### src/rtl/plt_pkg.sv
package plt_pkg;

  localparam int CAPACITY    = 32;
  localparam int ENTRY_WIDTH = 32;

  localparam int CNT_W = $clog2(CAPACITY + 1);
  localparam int IDX_W = (CAPACITY > 1) ? $clog2(CAPACITY) : 1;
  localparam int CMP_W = ((CNT_W > 6) ? CNT_W : 6) + 1;

  typedef logic [ENTRY_WIDTH-1:0] entry_t;
  typedef logic [CNT_W-1:0]       count_t;
  typedef logic [IDX_W-1:0]       idx_t;
  typedef logic [CMP_W-1:0]       cmp_t;

  typedef enum logic [2:0] {
    KIND_INSERT = 3'd0,
    KIND_DELETE = 3'd1,
    KIND_GET    = 3'd2,
    KIND_LOCATE = 3'd3,
    KIND_CLEAR  = 3'd4
  } kind_t;

  typedef struct packed {
    logic [2:0]         kind;
    logic [5:0]         position;
    logic signed [31:0] value;
  } in_item_t;

  typedef struct packed {
    logic               status;
    logic signed [31:0] read_value;
    logic [5:0]         found_position;
    logic [5:0]         entry_count_out;
  } out_item_t;

  // control broadcast from the table's request decode to every cell
  typedef struct packed {
    logic   ins;
    logic   del;
    cmp_t   pos0;
    cmp_t   count;
    entry_t val;
  } cell_ctl_t;

endpackage

### src/rtl/plt_cell.sv
module plt_cell (
  input  logic              clk,
  input  plt_pkg::cell_ctl_t ctl,
  input  plt_pkg::idx_t     idx,
  input  plt_pkg::entry_t   left_q,
  input  plt_pkg::entry_t   right_q,
  output plt_pkg::entry_t   q,
  output logic              hit,
  output logic              match
);

  plt_pkg::entry_t q_r;
  plt_pkg::entry_t q_nxt;
  plt_pkg::cmp_t   my_idx;

  assign my_idx = plt_pkg::cmp_t'(idx);

  always_comb begin
    q_nxt = q_r;
    if (ctl.ins) begin
      if (my_idx > ctl.pos0) begin
        q_nxt = left_q;
      end else if (my_idx == ctl.pos0) begin
        q_nxt = ctl.val;
      end
    end else if (ctl.del) begin
      // the last cell takes its own value, which then lies beyond the count
      if (my_idx >= ctl.pos0) begin
        q_nxt = right_q;
      end
    end
  end

  always_ff @(posedge clk) begin
    q_r <= q_nxt;
  end

  assign q     = q_r;
  assign hit   = (my_idx == ctl.pos0);
  assign match = (my_idx < ctl.count) && (q_r == ctl.val);

endmodule

### config.mk
export PLATFORM = sky130hd
export DESIGN_NAME = plt_cell
export DESIGN_NICKNAME = d
export VERILOG_FILES = /design/src/rtl/plt_pkg.sv /design/src/rtl/plt_cell.sv
export SDC_FILE = /design/constraint.sdc
export NUM_CORES = 1
export LEC_CHECK = 0
export BUFFER_PORTS_ARGS = -buffer_cell sky130_fd_sc_hd__buf_4
export CAP_MARGIN = 40
export CORE_UTILIZATION = 39
export DETAILED_ROUTE_END_ITERATION = 8
export PLACE_DENSITY = 0.78
export REMOVE_ABC_BUFFERS = 1
export SKIP_CTS_REPAIR_TIMING = 1
export SYNTH_ARGS = -nofsm -noshare
export SYNTH_HDL_FRONTEND = slang
export SYNTH_SLANG_ARGS = --single-unit
### constraint.sdc
create_clock -name clk -period 2.75 [get_ports clk]
set_input_delay 0 -clock clk [delete_from_list [all_inputs] [get_ports clk]]
set_output_delay 0 -clock clk [all_outputs]
set_load 0.01 [all_outputs]
==> results.toml, run 1 <==
[finish]
fillCellCount = 560
fin_nets = 529
area_delta_synth_final_pct = 51.51
largest_register_ffs = 32
n_antenna_cell = 0
layout.cells.non_filler = 477
drive_gt1_frac = 0.4204

[drt]
vias_per_cell = 5.319
ant_nets = 0
wl_met1_um = 2878
met3_length_um = 511
met2WireLength_um = 3718
dr.max_layer_used = "met4"
routed_wl_um = 7190
wl_per_cell_um = 15.07
drt_iter0_drc = 93
dr.pass1.iters = 6
drcViolationCount = 0
via_count = 2537

[synthesis]
netlist_area_um2 = 2366
synth_cell_types = 33
synth_top_cell_by_area = "edfxtp_1"
ys_seq_area_frac = 0.4061
syn_avg_cell_area_um2 = 9.135
synthArstFlopShare = 0
yosysTopAreaCellShare = 0.4061
synthTopCellsByCount = "34 x nor2_1, 32 x a31oi_1, 32 x edfxtp_1, 32 x xor2_1, 31 x nand3_1"
ys.flop_type = "edfxtp_1"
ys_ff_latch = 32
yosysWarnings = 0
synth_edf_count = 32
post-synth-top-count-cell = "nor2_1"
synth_cells = 259
synth_area_leaders = "edfxtp_1 41%, xor2_1 12%, a31oi_1 8.5%"

[floorplan]
rows = 28
initial_core_util = 0.4020
core_area_um2 = 5886
dieHeight_um = 79.89
io_pins = 152
die-area_um2 = 6382
fp.dieW_um = 79.89

[critical_path]
critical_path_required_ns = 2.86
end_kind = "register"
crit_arrival_ns = 1.93
critPathMaxFanout = 18
path_class = "primary input to register"
startpoint_type = "primary input"

[cts]
cts-root-buf = "clkbuf_8"
clkTransAtPathRegs_ns = 0.07
cts_buffers = 5
cts-htree-levels = 2
clk_path_buf_depth = 2
tritoncts = "built"
clock-sinks = 32

[timing]
max_slew_margin = 0.4860
setup_violations = 0
rsz0062_at_grt = "no"
hold_viol_final = 0
final.period_utilization = 0.6628
slew_viol_final = 0
fmax_mhz = 548.6
worst_pin_slew_ns = 0.7710
finalCriticalPeriod_ns = 1.823

[grt]
grt_max_degree = 66
grt_pass1_vias = 2507
grt_pass1_wl_um = 11000
grt_overflow = 0
grt_usage = 0.2205
grt_antenna_before_repair = 0

[placed_design]
dp.cells = 470
gp_routability_congestion = 0.7846
dp_hpwl_um = 5419
port_buffers = 151

[pwr]
ir_drop_mv = 0.2016
p_leak_nw = 1.566
fin_total_pwr_w = 0.001316
power_density_nw_per_um2 = 367.1

[flow_run]
drv_cap = 0

[outcome]
status = "finished clean"

[min_path]
min_path_type = "primary input to register"
worstHoldPathCells = 3
hold_start = "right_q[9]"
holdPathEnd = "q[9]"
metal layers:
metal | track usage | up-vias
met5 | 0 | -
met4 | 0.05714 | 0
met3 | 0.04571 | 11
met2 | 0.4103 | 106
met1 | 0.2535 | 1180
li1 | - | 1240
how the worst max path moves through the flow:
stage | from | to | slack (ns)
floorplan | ctl[43] | q[0] | -0.20
global placement | ctl[41] | q[25] | 0.74
detailed placement | ctl[41] | q[26] | 0.64
CTS | q[14] | match | 0.89
global route | ctl[41] | q[17] | 0.81
finish | ctl[41] | q[31] | 0.93
power by group:
group,switching (W),internal [W],total [W]
registers,0.0000192,0.000577,0.000596
logic,0.000168,0.000210,0.000378
clock network,0.000171,0.000172,0.000343
total,0.000357,0.000959,0.00132
layout by cell type (no fill, tap or decap), types with 5 or more instances in the layout:
| master | count |
|---|---|
| nand3_1 | 31 |
| nor2_1 | 34 |
| inv_1 | 9 |
| a31oi_1 | 32 |
| clkbuf_8 | 5 |
| edfxtp_1 | 32 |
| xor2_1 | 32 |
| nor4_1 | 8 |
| o21ai_0 | 22 |
| ha_1 | 9 |
| buf_4 | 155 |
| o21ai_1 | 11 |
kinds of logic (layout without fill, tap and decap cells):
family,after synthesis,in the layout,share of synthesized area
adders and majority gates,9,9,0.04759
AOI/OAI and AO/OA,74,74,0.1835
DFF,32,32,0.4061
buffers and inverters,29,172,0.06980
xor gates and xnor gates,32,32,0.1185
and+or+nand+nor,83,83,0.1745
critical path, stage by stage:
cell     delay (ns)
buf_4          0.07
inv_1          0.03
ha_1           0.33
o21ai_1        0.16
a21oi_2        0.06
o21ai_2        0.62
buf_4          0.34
o21ai_0        0.10
a31oi_1        0.21
area by class of cell:
cell class / instances / area [um^2] / area share
Timing Repair Buffer: 155 / 1164 / 0.3246
Inverter: 10 / 37.54 / 0.01047
Clock buffer: 6 / 72.57 / 0.02024
Sequential cell: 32 / 960.9 / 0.2681
Tap cell: 75 / 93.84 / 0.02618
Multi-Input combinational cell: 198 / 1251 / 0.3490
Clock inverter: 1 / 5.005 / 0.001396
per-stage QoR:
| stage | cell area, um^2 | hold WS [ns] | setup WS, ns | TNS (ns) | util |
|---|---|---|---|---|---|
| floorplan | 2238 | 0.2135 | -0.2000 | -6.398 | - |
| finish | 3585 | 0.05874 | 0.9272 | 0 | 0.6091 |
| detailed placement | 3507 | 0.3476 | 0.6375 | 0 | 0.5959 |
| global route | 3585 | 0.06938 | 0.8097 | 0 | 0.6091 |
| global placement | 3507 | 0.3414 | 0.7350 | 0 | 0.5959 |
| CTS | 3585 | 0.04925 | 0.8892 | 0 | 0.6091 |
(Power assumes the default switching activity.)
==> run 2: changes to the inputs <==
==> constraint.sdc (replaced) <==
create_clock -name clk -period 1.55 [get_ports clk]
set_input_delay 0 -clock clk [delete_from_list [all_inputs] [get_ports clk]]
set_output_delay 0 -clock clk [all_outputs]
set_load 0.01 [all_outputs]
==> run 2 against run 1 <==
Critical path depth shrank 4. Global-route usage is 0.74 points higher. The flow now finishes with violations (negative setup slack). Final area rose by 6.0%. Highest routed layer unchanged. Clock power is 130% higher.
==> results.toml, run 2 (synthesized netlist as in run 1, its figures left out) <==
[drt]
ant_nets = 0
via_count = 2576
routed_wl_um = 7391
wl_per_cell_um = 15.02
vias_per_cell = 5.236
dr.pass1.iters = 4
drt_iter0_drc = 76
drcViolationCount = 0

[floorplan]
rows = 28
die-area_um2 = 6382
fp.dieW_um = 79.89
initial_core_util = 0.4020
io_pins = 152
core_area_um2 = 5886
dieHeight_um = 79.89

[critical_path]
critPathBufInv = 1
crit_family = "simple AND/OR/NAND/NOR gates"
critPathMaxFanout = 2
path_cells = "xor2_1 > nor4_2 > nand4_1 > nor3_1 > buf_4"
critical_path_required_ns = 1.55
cp_slowest_cell = "edfxtp_1"
end_kind = "output port"
path_class = "register to output port"
startpoint_type = "register"
cp_slowest_stage_delay_ns = 0.40
startpoint = "q[16]"
crit_arrival_ns = 1.68

[timing]
worst_pin_slew_ns = 0.3475
slew_viol_final = 0
setup_slack_ns = -0.1330
final.period_utilization = 1.086
setup_violations = 1
max_slew_margin = 0.7683
fmax_mhz = 594.2
finalCriticalPeriod_ns = 1.683
hold_viol_final = 0
timing.hold.ws_ns = 0.05507
rsz0062_at_grt = "yes"

[placed_design]
gp_routability_congestion = 0.8077
dp_hpwl_um = 5870
dp.cells = 483
port_buffers = 151
post_dp_cell_area_um2 = 3642

[finish]
fin_area_um2 = 3800
layout.cells.non_filler = 492
fillCellCount = 501
final_common_cell = "buf_4"
fin_nets = 543
n_antenna_cell = 0
area_delta_synth_final_pct = 60.60
mostFrequentLayoutCells = "166 x buf_4, 34 x nor2_1, 32 x a31oi_1, 32 x xor2_1, 32 x edfxtp_1"
drive_gt1_frac = 0.4556
largest_register_ffs = 32

[cts]
tritoncts = "built"
clkTransAtPathRegs_ns = 0.07
cts-htree-levels = 2
cts_buffers = 5
clock-sinks = 32
cts-root-buf = "clkbuf_8"
clk_path_buf_depth = 2

[pwr]
swShare = 0.2598
clkPwrFrac = 0.305
combPwrFrac = 0.283
switchingPower_w = 0.0006659
power.share.sequential = 0.412
power_density_nw_per_um2 = 674.5
ir_drop_mv = 0.4097
p_leak_nw = 1.660
cell_internal_pwr_w = 0.001897
fin_total_pwr_w = 0.002563

[grt]
grt_max_degree = 35
grt_overflow = 0
grt_usage = 0.2279
met3_usage = 0.05029
grt_pass1_vias = 2485
grt_pass1_wl_um = 11210
grt_antenna_before_repair = 0
grtUsageMet1 = 0.2661
use_met2 = 0.4162
grt_busiest_layer = "met2"

[flow_run]
drv_cap = 0

[min_path]
min_path_type = "primary input to register"
hold_start = "right_q[11]"

[outcome]
status = "finished with violations"
violations = "negative setup slack"
[run 2: cell types whose count changed in the layout (fill, tap and decap cells not counted)]
cell	previous run	this run
buf_4	155	166
clkbuf_1	1	0
buf_12	0	3
nor4_2	0	7
clkinv_2	1	0
nor4_1	8	1
bufinv_16	0	1
clkinv_1	0	2
[run 2: worst min-delay path, delay by kind of cell]
family | cells | cell delay [ns]
AND/OR/NAND/NOR | 1 | 0.03
AO/OA/AOI/OAI | 1 | 0.12
buffers and inverters | 1 | 0.07
[run 2: path summary, 6_finish.rpt]
kind                end  cells past startpoint
hold / removal    q[11]                      3
setup / recovery  match                      5
[run 2: layer usage]
metal	routed length, um	vias to the layer above
met3	440	12
met2	3920	98
met1	2932	1193
met5	0	-
met4	98	0
li1	-	1273
[run 2: power groups by stage]
stage / logic (W) / clock network [W] / registers [W]
5_1_grt: 0.000791 / 0.000837 / 0.00106
6_report: 0.000726 / 0.000781 / 0.00106
3_5_place_dp: 0.000706 / 0 / 0.00108
3_3_place_gp: 0.000687 / 0 / 0.00107
4_1_cts: 0.000708 / 0.000807 / 0.00106
2_1_floorplan: 0.000239 / 0 / 0.00110
[run 2: per-stage QoR]
stage	setup TNS, ns	worst slack [ns]	util
after global placement	-0.7101	-0.05544	0.6188
after global routing	-0.2330	-0.2330	0.6456
after detailed placement	-3.043	-0.1565	0.6188
final	-0.1330	-0.1330	0.6456
after floorplan	-48.53	-1.400	-
after CTS	-0.3102	-0.3102	0.6369
[run 2: layout make-up]
class	instances	area, um^2	area share
inverter	10	37.54	0.009878
clock buffer	5	68.82	0.01811
clock inverter	3	37.54	0.009878
multi-input combinational	198	1295	0.3408
tap	75	93.84	0.02470
sequential	32	960.9	0.2529
timing repair buffer	169	1306	0.3438
